<file path="src/hw/rtl/mstp_pkg.sv">
package mstp_pkg;

   // Configuration register width
   localparam int VCNT_W = 6;

   // Saturation ceiling of the running tree weight
   localparam logic [20:0] SUM_MAX = 21'h1FFFFF;

   // One edge transaction
   typedef struct packed {
      logic [4:0]  end_a;
      logic [4:0]  end_b;
      logic [15:0] edge_cost;
      logic        final_edge;
   } mstp_req_type;

   // One per-vertex result transaction
   typedef struct packed {
      logic [4:0]  node;
      logic [4:0]  tree_parent;
      logic        has_parent;
      logic [15:0] link_cost;
      logic [20:0] tree_cost;
      logic        connected;
      logic        run_end;
   } mstp_rsp_type;

   // Per-vertex part of a result, shifted down the cell row
   typedef struct packed {
      logic        has_parent;
      logic [4:0]  tree_parent;
      logic [15:0] link_cost;
   } node_res_type;

   // Broadcast command to the cell row
   typedef enum logic [2:0] {
      OP_IDLE,
      OP_CLEAR,
      OP_INIT,
      OP_PICK,
      OP_RELAX,
      OP_LOAD,
      OP_SHIFT
   } cell_op_type;

   typedef struct packed {
      cell_op_type op;
      logic        edge_go;
   } cell_ctrl_type;

endpackage

</file>
<file path="src/hw/rtl/mstp_cell.sv">
module mstp_cell import mstp_pkg::*; #(
   parameter int MAX_VERTICES = 32,
   parameter int WEIGHT_BITS  = 16,
   parameter int ID           = 0
) (
   input  logic                              clock,
   input  logic                              reset,
   input  cell_ctrl_type                     ctrl,
   input  logic [$clog2(MAX_VERTICES+1)-1:0] vc,
   input  logic [$clog2(MAX_VERTICES)-1:0]   sel_idx,
   input  logic [$clog2(MAX_VERTICES)-1:0]   edge_a,
   input  logic [$clog2(MAX_VERTICES)-1:0]   edge_b,
   input  logic [WEIGHT_BITS-1:0]            edge_w,
   input  logic                              cin_found,
   input  logic [WEIGHT_BITS:0]              cin_key,
   input  logic [$clog2(MAX_VERTICES)-1:0]   cin_idx,
   output logic                              cout_found,
   output logic [WEIGHT_BITS:0]              cout_key,
   output logic [$clog2(MAX_VERTICES)-1:0]   cout_idx,
   input  node_res_type                      sin,
   output node_res_type                      sout
);

   localparam int IW = $clog2(MAX_VERTICES);
   localparam int CW = $clog2(MAX_VERTICES+1);
   localparam int KW = WEIGHT_BITS + 1;
   localparam logic [KW-1:0] NO_EDGE = {1'b1, {WEIGHT_BITS{1'b0}}};
   localparam logic [IW-1:0] ME = IW'(ID);
   localparam logic [CW-1:0] ME_C = CW'(ID);

   // Row ID of the weight matrix
   logic [KW-1:0] row_mem [MAX_VERTICES];
   logic [KW-1:0] rdata_ff;
   logic [IW-1:0] rd_addr;
   logic          wr_en;
   logic [IW-1:0] wr_addr;
   logic [KW-1:0] wr_data;

   // Edge insert second stage and write forwarding
   logic                   pend_ff, pend_in;
   logic [IW-1:0]          pend_addr_ff, pend_addr_in;
   logic [WEIGHT_BITS-1:0] pend_w_ff;
   logic                   fwd_v_ff;
   logic [IW-1:0]          fwd_addr_ff;
   logic [KW-1:0]          fwd_data_ff;
   logic [KW-1:0]          old_w;
   logic                   upd;
   logic                   hit_a, hit_b;

   // Vertex state
   logic [KW-1:0] key_ff;
   logic          in_tree_ff;
   logic          known_ff;
   logic [IW-1:0] parent_ff;
   logic          active, cand, take_own, hp;
   node_res_type  res_ff;

   assign hit_a        = ctrl.edge_go && (edge_a == ME);
   assign hit_b        = ctrl.edge_go && (edge_b == ME);
   assign pend_in      = hit_a || hit_b;
   assign pend_addr_in = hit_a ? edge_b : edge_a;
   assign rd_addr      = (ctrl.op == OP_PICK) ? sel_idx : pend_addr_in;

   assign old_w = (fwd_v_ff && (fwd_addr_ff == pend_addr_ff)) ? fwd_data_ff : rdata_ff;
   assign upd   = pend_ff && ({1'b0, pend_w_ff} < old_w);

   assign wr_en   = (ctrl.op == OP_CLEAR) || upd;
   assign wr_addr = (ctrl.op == OP_CLEAR) ? sel_idx : pend_addr_ff;
   assign wr_data = (ctrl.op == OP_CLEAR) ? NO_EDGE : {1'b0, pend_w_ff};

   // Row memory, registered read
   always_ff @(posedge clock) begin
      if (wr_en) begin
         row_mem[wr_addr] <= wr_data;
      end
      rdata_ff <= row_mem[rd_addr];
   end

   // Insert pipeline
   always_ff @(posedge clock) begin
      if (reset) begin
         pend_ff  <= 1'b0;
         fwd_v_ff <= 1'b0;
      end else begin
         pend_ff <= pend_in;
         if (ctrl.op == OP_CLEAR) begin
            fwd_v_ff <= 1'b0;
         end else if (upd) begin
            fwd_v_ff <= 1'b1;
         end
      end
      pend_addr_ff <= pend_addr_in;
      pend_w_ff    <= edge_w;
      if (upd) begin
         fwd_addr_ff <= pend_addr_ff;
         fwd_data_ff <= {1'b0, pend_w_ff};
      end
   end

   // Key, tree membership and parent
   always_ff @(posedge clock) begin
      if (reset) begin
         in_tree_ff <= 1'b0;
         known_ff   <= 1'b0;
      end else begin
         case (ctrl.op)
            OP_INIT: begin
               in_tree_ff <= 1'b0;
               known_ff   <= 1'b0;
            end
            OP_PICK: begin
               if (sel_idx == ME) begin
                  in_tree_ff <= 1'b1;
               end
            end
            OP_RELAX: begin
               if (!in_tree_ff && (rdata_ff < NO_EDGE) && (rdata_ff < key_ff)) begin
                  known_ff <= 1'b1;
               end
            end
            default: begin
            end
         endcase
      end
      if (ctrl.op == OP_INIT) begin
         key_ff <= (ID == 0) ? '0 : NO_EDGE;
      end else if ((ctrl.op == OP_RELAX) && !in_tree_ff && (rdata_ff < NO_EDGE)
                   && (rdata_ff < key_ff)) begin
         key_ff    <= rdata_ff;
         parent_ff <= sel_idx;
      end
   end

   // Running minimum along the row; lower index wins ties
   assign active   = ME_C < vc;
   assign cand     = active && !in_tree_ff && (key_ff < NO_EDGE);
   assign take_own = cand && (!cin_found || (key_ff < cin_key));

   always_ff @(posedge clock) begin
      if (reset) begin
         cout_found <= 1'b0;
      end else begin
         cout_found <= take_own || cin_found;
      end
      cout_key <= take_own ? key_ff : cin_key;
      cout_idx <= take_own ? ME : cin_idx;
   end

   // Result shift line towards cell 0
   assign hp = known_ff && in_tree_ff;

   always_ff @(posedge clock) begin
      case (ctrl.op)
         OP_LOAD: begin
            res_ff.has_parent  <= hp;
            res_ff.tree_parent <= hp ? 5'(parent_ff) : 5'd0;
            res_ff.link_cost   <= hp ? 16'(key_ff) : 16'd0;
         end
         OP_SHIFT: begin
            res_ff <= sin;
         end
         default: begin
         end
      endcase
   end

   assign sout = res_ff;

endmodule

</file>
<file path="config.mk">
export PLATFORM = sky130hd
export DESIGN_NAME = mstp_cell
export DESIGN_NICKNAME = d
export VERILOG_FILES = /design/src/hw/rtl/mstp_pkg.sv /design/src/hw/rtl/mstp_cell.sv
export SDC_FILE = /design/constraint.sdc
export NUM_CORES = 1
export LEC_CHECK = 0
export BUFFER_PORTS_ARGS = -buffer_cell sky130_fd_sc_hd__clkbuf_2
export CORE_ASPECT_RATIO = 1.25
export CORE_UTILIZATION = 35
export DETAILED_ROUTE_END_ITERATION = 12
export GPL_ROUTABILITY_DRIVEN = 0
export PLACE_DENSITY = 0.48
export SLEW_MARGIN = 30
export SYNTH_ARGS = -nofsm -noshare
export SYNTH_HDL_FRONTEND = slang
export SYNTH_SLANG_ARGS = --single-unit
</file>
<file path="constraint.sdc">
create_clock -name clock -period 5.8 [get_ports clock]
set_input_delay 0.29 -clock clock [delete_from_list [all_inputs] [get_ports clock]]
set_output_delay 0.29 -clock clock [all_outputs]
set_load 0.02 [all_outputs]
</file>
-- Word-level counts from Yosys, hierarchy flattened
Memory sizes are Yosys's and may differ from the RTL's. A register that Yosys moved wholly into a read port is not among the register bits.
Cells that the tools add are included.
- input bits: 88
- bits in writable memories: 544
- word-level logic and storage cells: 77
- output and inout bits: 45
- register bits: 113
- memories kept: 1
- bitwise gates (word level): 1
- $lt $le $gt $ge: 6
- reduce and logical (&&, ||, !) cells: 29
- multiplexer cells: 15
- eq/ne operators: 9
- memory list (memory ; depth ; bits a word ; rd ports ; clocked after Yosys merged registers in ; wr ports ; RTL line ; RTL):
    row_mem ; 32 ; 17 ; 1 ; 1 ; 1 ; mstp_cell.sv:32 ; logic [KW-1:0] row_mem [MAX_VERTICES];
- operators by type and width (cell ; count):
    17-bit two-way mux ; 3
    22-bit one-hot mux with 2 select lines ; 1
    17-bit less-than comparator ; 2
    17-bit less-than comparator (second input constant) ; 2
    5-bit two-way mux ; 4
    16-bit by 17-bit less-than comparator with 1-bit output ; 1
    16-bit two-way mux ; 1
    5-bit zero test ; 3
    1-bit logical AND ; 13
    3-bit equality test (second input constant) ; 3
    3-bit by 2-bit equality test with 1-bit output (second input constant) ; 2
    1-bit by 6-bit less-than comparator with 1-bit output (first input constant) ; 1
    2-bit AND reduction ; 3
    2-bit nonzero test ; 3
    5-bit equality test ; 1
    1-bit logical OR ; 4
    1-bit two-way mux ; 4
    1-bit one-hot mux with 2 select lines ; 2
    3-bit by 1-bit equality test with 1-bit output (second input constant) ; 1
    1-bit zero test ; 2
    2-bit by 1-bit != test with 1-bit output (second input constant) ; 1
    2-bit != test (second input constant) ; 1
    2-bit OR reduction ; 1
    1-bit NOT ; 1

-- Logic depth before layout (Yosys ltp)
- word-level depth: 8
- gate-level depth with buffers: 16
- gate-level depth less buffers: 13

-- Least setup slack after synthesis
Ideal clock, no wire load.
- kind: register -> register
- start point: register pend_addr_ff[0]
- end point: memory row_mem[2][0] (netlist name), enable pin
- slack: 1.643 ns
- data required time: 5.409 ns
- stages on the path, launching flop included: 16
- arrival: 3.766 ns
- clock period less this slack: 4.157 ns
- library setup time: 0.391 ns
- buffers on the path: 3
- cell sequence: dfxtp_1 > clkbuf_1 > xor2_1 > nor4_1 > and3_1 > buf_2 > buf_1 > nor2_1 > a21oi_1 > ha_1 > o2111ai_1 > a21oi_1 > o22a_1 > o41ai_1 > a21oi_1 > nor2_1
- cells in the longest elaborated chain, start to end: 8
- elaborated cells on any way between the ends: 9
- those cells by class: 1 x order compare; 1 x eq/ne; 4 x mux; 3 x reduce/logical
- RTL lines (item ; RTL line ; RTL):
    start: declaration ; mstp_cell.sv:41 ; logic [IW-1:0] pend_addr_ff, pend_addr_in;
    start signal: assignment ; mstp_cell.sv:92 ; pend_addr_ff <= pend_addr_in;
    5-bit equality test ; mstp_cell.sv:64 ; assign old_w = (fwd_v_ff && (fwd_addr_ff == pend_addr_ff)) ? fwd_data_ff : rdata_ff;
    1-bit logical AND ; mstp_cell.sv:64 ;
    17-bit two-way mux ; mstp_cell.sv:64 ;
    16-bit by 17-bit less-than comparator with 1-bit output ; mstp_cell.sv:65 ; assign upd = pend_ff && ({1'b0, pend_w_ff} < old_w);
    1-bit logical AND ; mstp_cell.sv:65 ;
    1-bit logical OR ; mstp_cell.sv:67 ; assign wr_en = (ctrl.op == OP_CLEAR) || upd;
    1-bit two-way mux ; mstp_cell.sv:73 ; if (wr_en) begin
    1-bit two-way mux (not written as such) ; mstp_cell.sv:74 ; row_mem[wr_addr] <= wr_data;
    end: declaration ; mstp_cell.sv:32 ;
Several ways; a longest one is shown, not always the timed one.

-- Final worst setup path
- start point: register pend_addr_ff[0]
- end point: memory row_mem[16][5] (netlist name), enable pin
Same word-level chain as after synthesis.

==> results.toml <==
[cts]
cts_tree = "done"
clk_latency_ps = 630
cts_made_buffers = 68
htree_levels = 3
cts_hold_buf = 70
cts.clk_slew.worst_paths_ps = 60
post_cts_buffers = 0
cts_resized = 0
clk_path_buf_depth = 3
cts-root-buf = "clkbuf_16"
clock_sinks = 674

[timing]
max_slew.worst_pin.slew_ps = 976
final_max_slew_viol_count = 0
hold_viol_final = 0
finalCriticalPeriod_ps = 4850
max-slew-margin-rel = 0.348
skew_ps = 27.6
whs_ps = 30.6
finalCritPeriodShare = 0.835
rsz0062_at_grt = "no"
setup_viol = 0
fmax_mhz = 206
fin_setup_tns_ps = 0

[critical_path]
start_kind = "register"
crit_top_cell = "a21oi_1"
cp-end-kind = "register"
crit_type = "register to register"
crit_fanout = 17
cp.arrival_ps = 5080
crit_slowest_cell = "nor2_2"
r2r_cells = 13
path_cells = "xor2_1 -> nor4_1 -> and3_1 -> buf_4 -> mux2i_1 -> ha_1 -> a21oi_1 -> nor2b_1 -> o21ai_0 -> o2111ai_1 -> a21oi_1 -> a21oi_2 -> nor2_2"
worstPathRequired_ps = 6030
slowest_delay_ps = 820

[placed_design]
dpl.hpwl_mm = 50.4
io_buffers = 132

[global_routing]
grt_pass1_wl_mm = 112
grt_pass1_vias = 16000
grt_use_total = 0.197
grt_overflow_total = 0
grt_start_max_net_pins = 74
antenna_found_initial = 0

[synth]
synthesis.area_sq_mm = 0.0272
synth_top_area_frac = 0.654
synth_area_leaders = "edfxtp_1, dfxtp_1, mux4_2, a211oi_1, mux2i_1"
netlist_instances = 1696
synth_cell_types = 61
syn_area_per_cell_sq_um = 16.0
synthArstFlopShare = 0
synthesis.nets = 1831
synth_flop_cell = "edfxtp_1"
seq_area_frac_synth = 0.715
ys_seq_elements = 674
synth_edf_count = 592
yosysWarnings = 0
yosysTopAreaCell = "edfxtp_1"

[drt]
firstDrtPassIters = 6
viasPerCell = 5.40
drtIter0Drc = 1025
drc_errors = 0
vias = 15900
ant_nets = 0
wl_mm = 77.5
detail_route.wl_per_cell_microns = 26.3

[pwr]
leakage_nw = 11.4
seq_power_share = 0.505
power_switching_w = 0.00258
finalPower_w = 0.0108
p_comb_frac = 0.095
switching_share = 0.239
powerDensity_mw_per_mm2 = 337
pwr-share-clk = 0.400
vdd_ir_drop_max_uv = 164
p_int_w = 0.00822

[floorplanning]
initial_core_util = 0.356
die_area_sq_mm = 0.0788
std_cell_rows = 113
pin_count = 133
core-area_sq_mm = 0.0763
die_w_microns = 251
die_height_microns = 314

[cells_and_area]
n_antenna_cell = 0
area_growth_pct = 17.8
fin_util = 0.419
nNetsFinal = 2051
layout-drive-gt1-share = 0.199

[worst_hold_path]
whs_path_depth = 1
hold_path_class = "primary input to register"

[run_status]
status = "finished clean"

[run]
cap_viol_max_count = 0
-- through the flow --
step / area (sq um) / setup slack [ps] / cells
2_1_floorplan: 27200 / 1640 / 1696
3_3_place_gp: 29100 / 1070 / 2752
3_5_place_dp: 29100 / 990 / 2753
4_1_cts: 32000 / 958 / 2942
5_1_grt: 32000 / 623 / 2942
6_report: 32000 / 955 / 2942
-- synthesized netlist by cell type (all sizes together) (5+ instances only) --
cell type	instances
edfxtp	592
a211oi	119
and3	100
dfxtp	82
mux2i	74
nor2	72
mux4	66
inv	63
nand2	54
clkbuf	52
ha	47
buf	44
a21oi	42
o22ai	34
o21bai	33
o21ai	31
and2	24
a22o	23
nor3	20
nand3	19
o2111ai	18
a21o	15
nand2b	7
nand4	7
nor2b	7
a31oi	5
nor4	5
xor2	5
-- state kept, by name (all words and copies together), names as in the netlist --
signal	flops
row_mem	544
sout	22
cout_key	17
key_ff	17
rdata_ff	17
fwd_data_ff	16
pend_w_ff	16
cout_idx	5
fwd_addr_ff	5
parent_ff	5
pend_addr_ff	5
cout_found	1
fwd_v_ff	1
in_tree_ff	1
known_ff	1
pend_ff	1
-- worst paths after layout --
kind,from,to,slack [ps]
worst max-delay path,pend_addr_ff[0]$_DFF_P_,row_mem[16][5]$_DFFE_PP_,950
worst min-delay path,sel_idx[1],parent_ff[1]$_DFFE_PP_,30
worst min register to register,known_ff$_SDFFE_PP0P_,known_ff$_SDFFE_PP0P_,460
worst max register to register,pend_addr_ff[0]$_DFF_P_,row_mem[16][5]$_DFFE_PP_,950
-- area by class of cell --
cell class / count / area, sq um
fill: 6843 / 44300
sequential: 674 / 19400
multi-input combinational: 863 / 7220
clock inverter: 32 / 308
tap: 977 / 1220
inverter: 63 / 236
clock buffer: 87 / 1840
timing repair buffer: 246 / 1790
-- layer usage --
layer	share of wire	wire length [microns]	global-route usage
met1	0.42	32400	0.250
met2	0.51	39300	0.343
met3	0.046	3590	0.0265
met4	0.028	2140	0.0708
met5	0	0	0
-- worst max-delay path, delay by kind of cell (launching register included) --
kind | cells | cell delay, ps
AO/OA/AOI/OAI | 5 | 1140
AND/OR/NAND/NOR | 4 | 1970
flip-flops | 1 | 470
adder cells (fa/ha/maj) | 1 | 260
XOR/XNOR | 1 | 110
multiplexers | 1 | 200
buffers and inverters | 1 | 290
-- cell usage in the layout (no fill, tap or decap), types with 6 or more instances in the layout --
cell | synthesis | layout
a211oi_1 | 118 | 118
a21o_1 | 15 | 14
a21oi_1 | 42 | 39
a22o_1 | 23 | 23
and2_1 | 24 | 8
and2_2 | 0 | 15
and3_1 | 100 | 100
buf_12 | 0 | 6
buf_4 | 10 | 37
clkbuf_1 | 52 | 16
clkbuf_16 | 0 | 71
clkbuf_2 | 0 | 132
clkinv_1 | 0 | 12
clkinv_2 | 0 | 8
dfxtp_1 | 82 | 82
dlygate4sd3_1 | 0 | 70
edfxtp_1 | 592 | 592
ha_1 | 47 | 47
inv_1 | 63 | 62
mux2i_1 | 74 | 74
mux4_2 | 66 | 66
nand2_1 | 53 | 53
nand3_1 | 19 | 19
nand4_1 | 7 | 7
nor2_1 | 70 | 51
nor2_2 | 1 | 10
nor2_4 | 0 | 10
nor2b_1 | 7 | 7
nor3_1 | 20 | 20
o2111ai_1 | 18 | 18
o21ai_0 | 26 | 25
o21bai_1 | 33 | 33
o22ai_1 | 34 | 33
-- cells by family (layout without fill, tap and decap cells) --
| family | count (synthesis) | in the layout | synth area share |
|---|---|---|---|
| AOI/OAI and AO/OA | 342 | 342 | 0.0894 |
| and+or+nand+nor | 327 | 327 | 0.0645 |
| xor gates and xnor gates | 6 | 6 | 0.00193 |
| muxes | 141 | 141 | 0.0824 |
| buffers and inverters | 159 | 428 | 0.0257 |
| adders and majority gates | 47 | 47 | 0.0216 |
| DFF | 674 | 674 | 0.715 |
-- power groups by stage --
stage	Clock, W	Sequential (W)	Combinational [W]
5_1_grt	0.00459	0.00547	0.00111
6_report	0.00432	0.00546	0.00103
4_1_cts	0.00442	0.00546	0.00104
2_1_floorplan	0	0.00556	0.000559
3_5_place_dp	0	0.00556	0.00100
3_3_place_gp	0	0.00556	0.000984
Power figures use the tool's default switching activity.
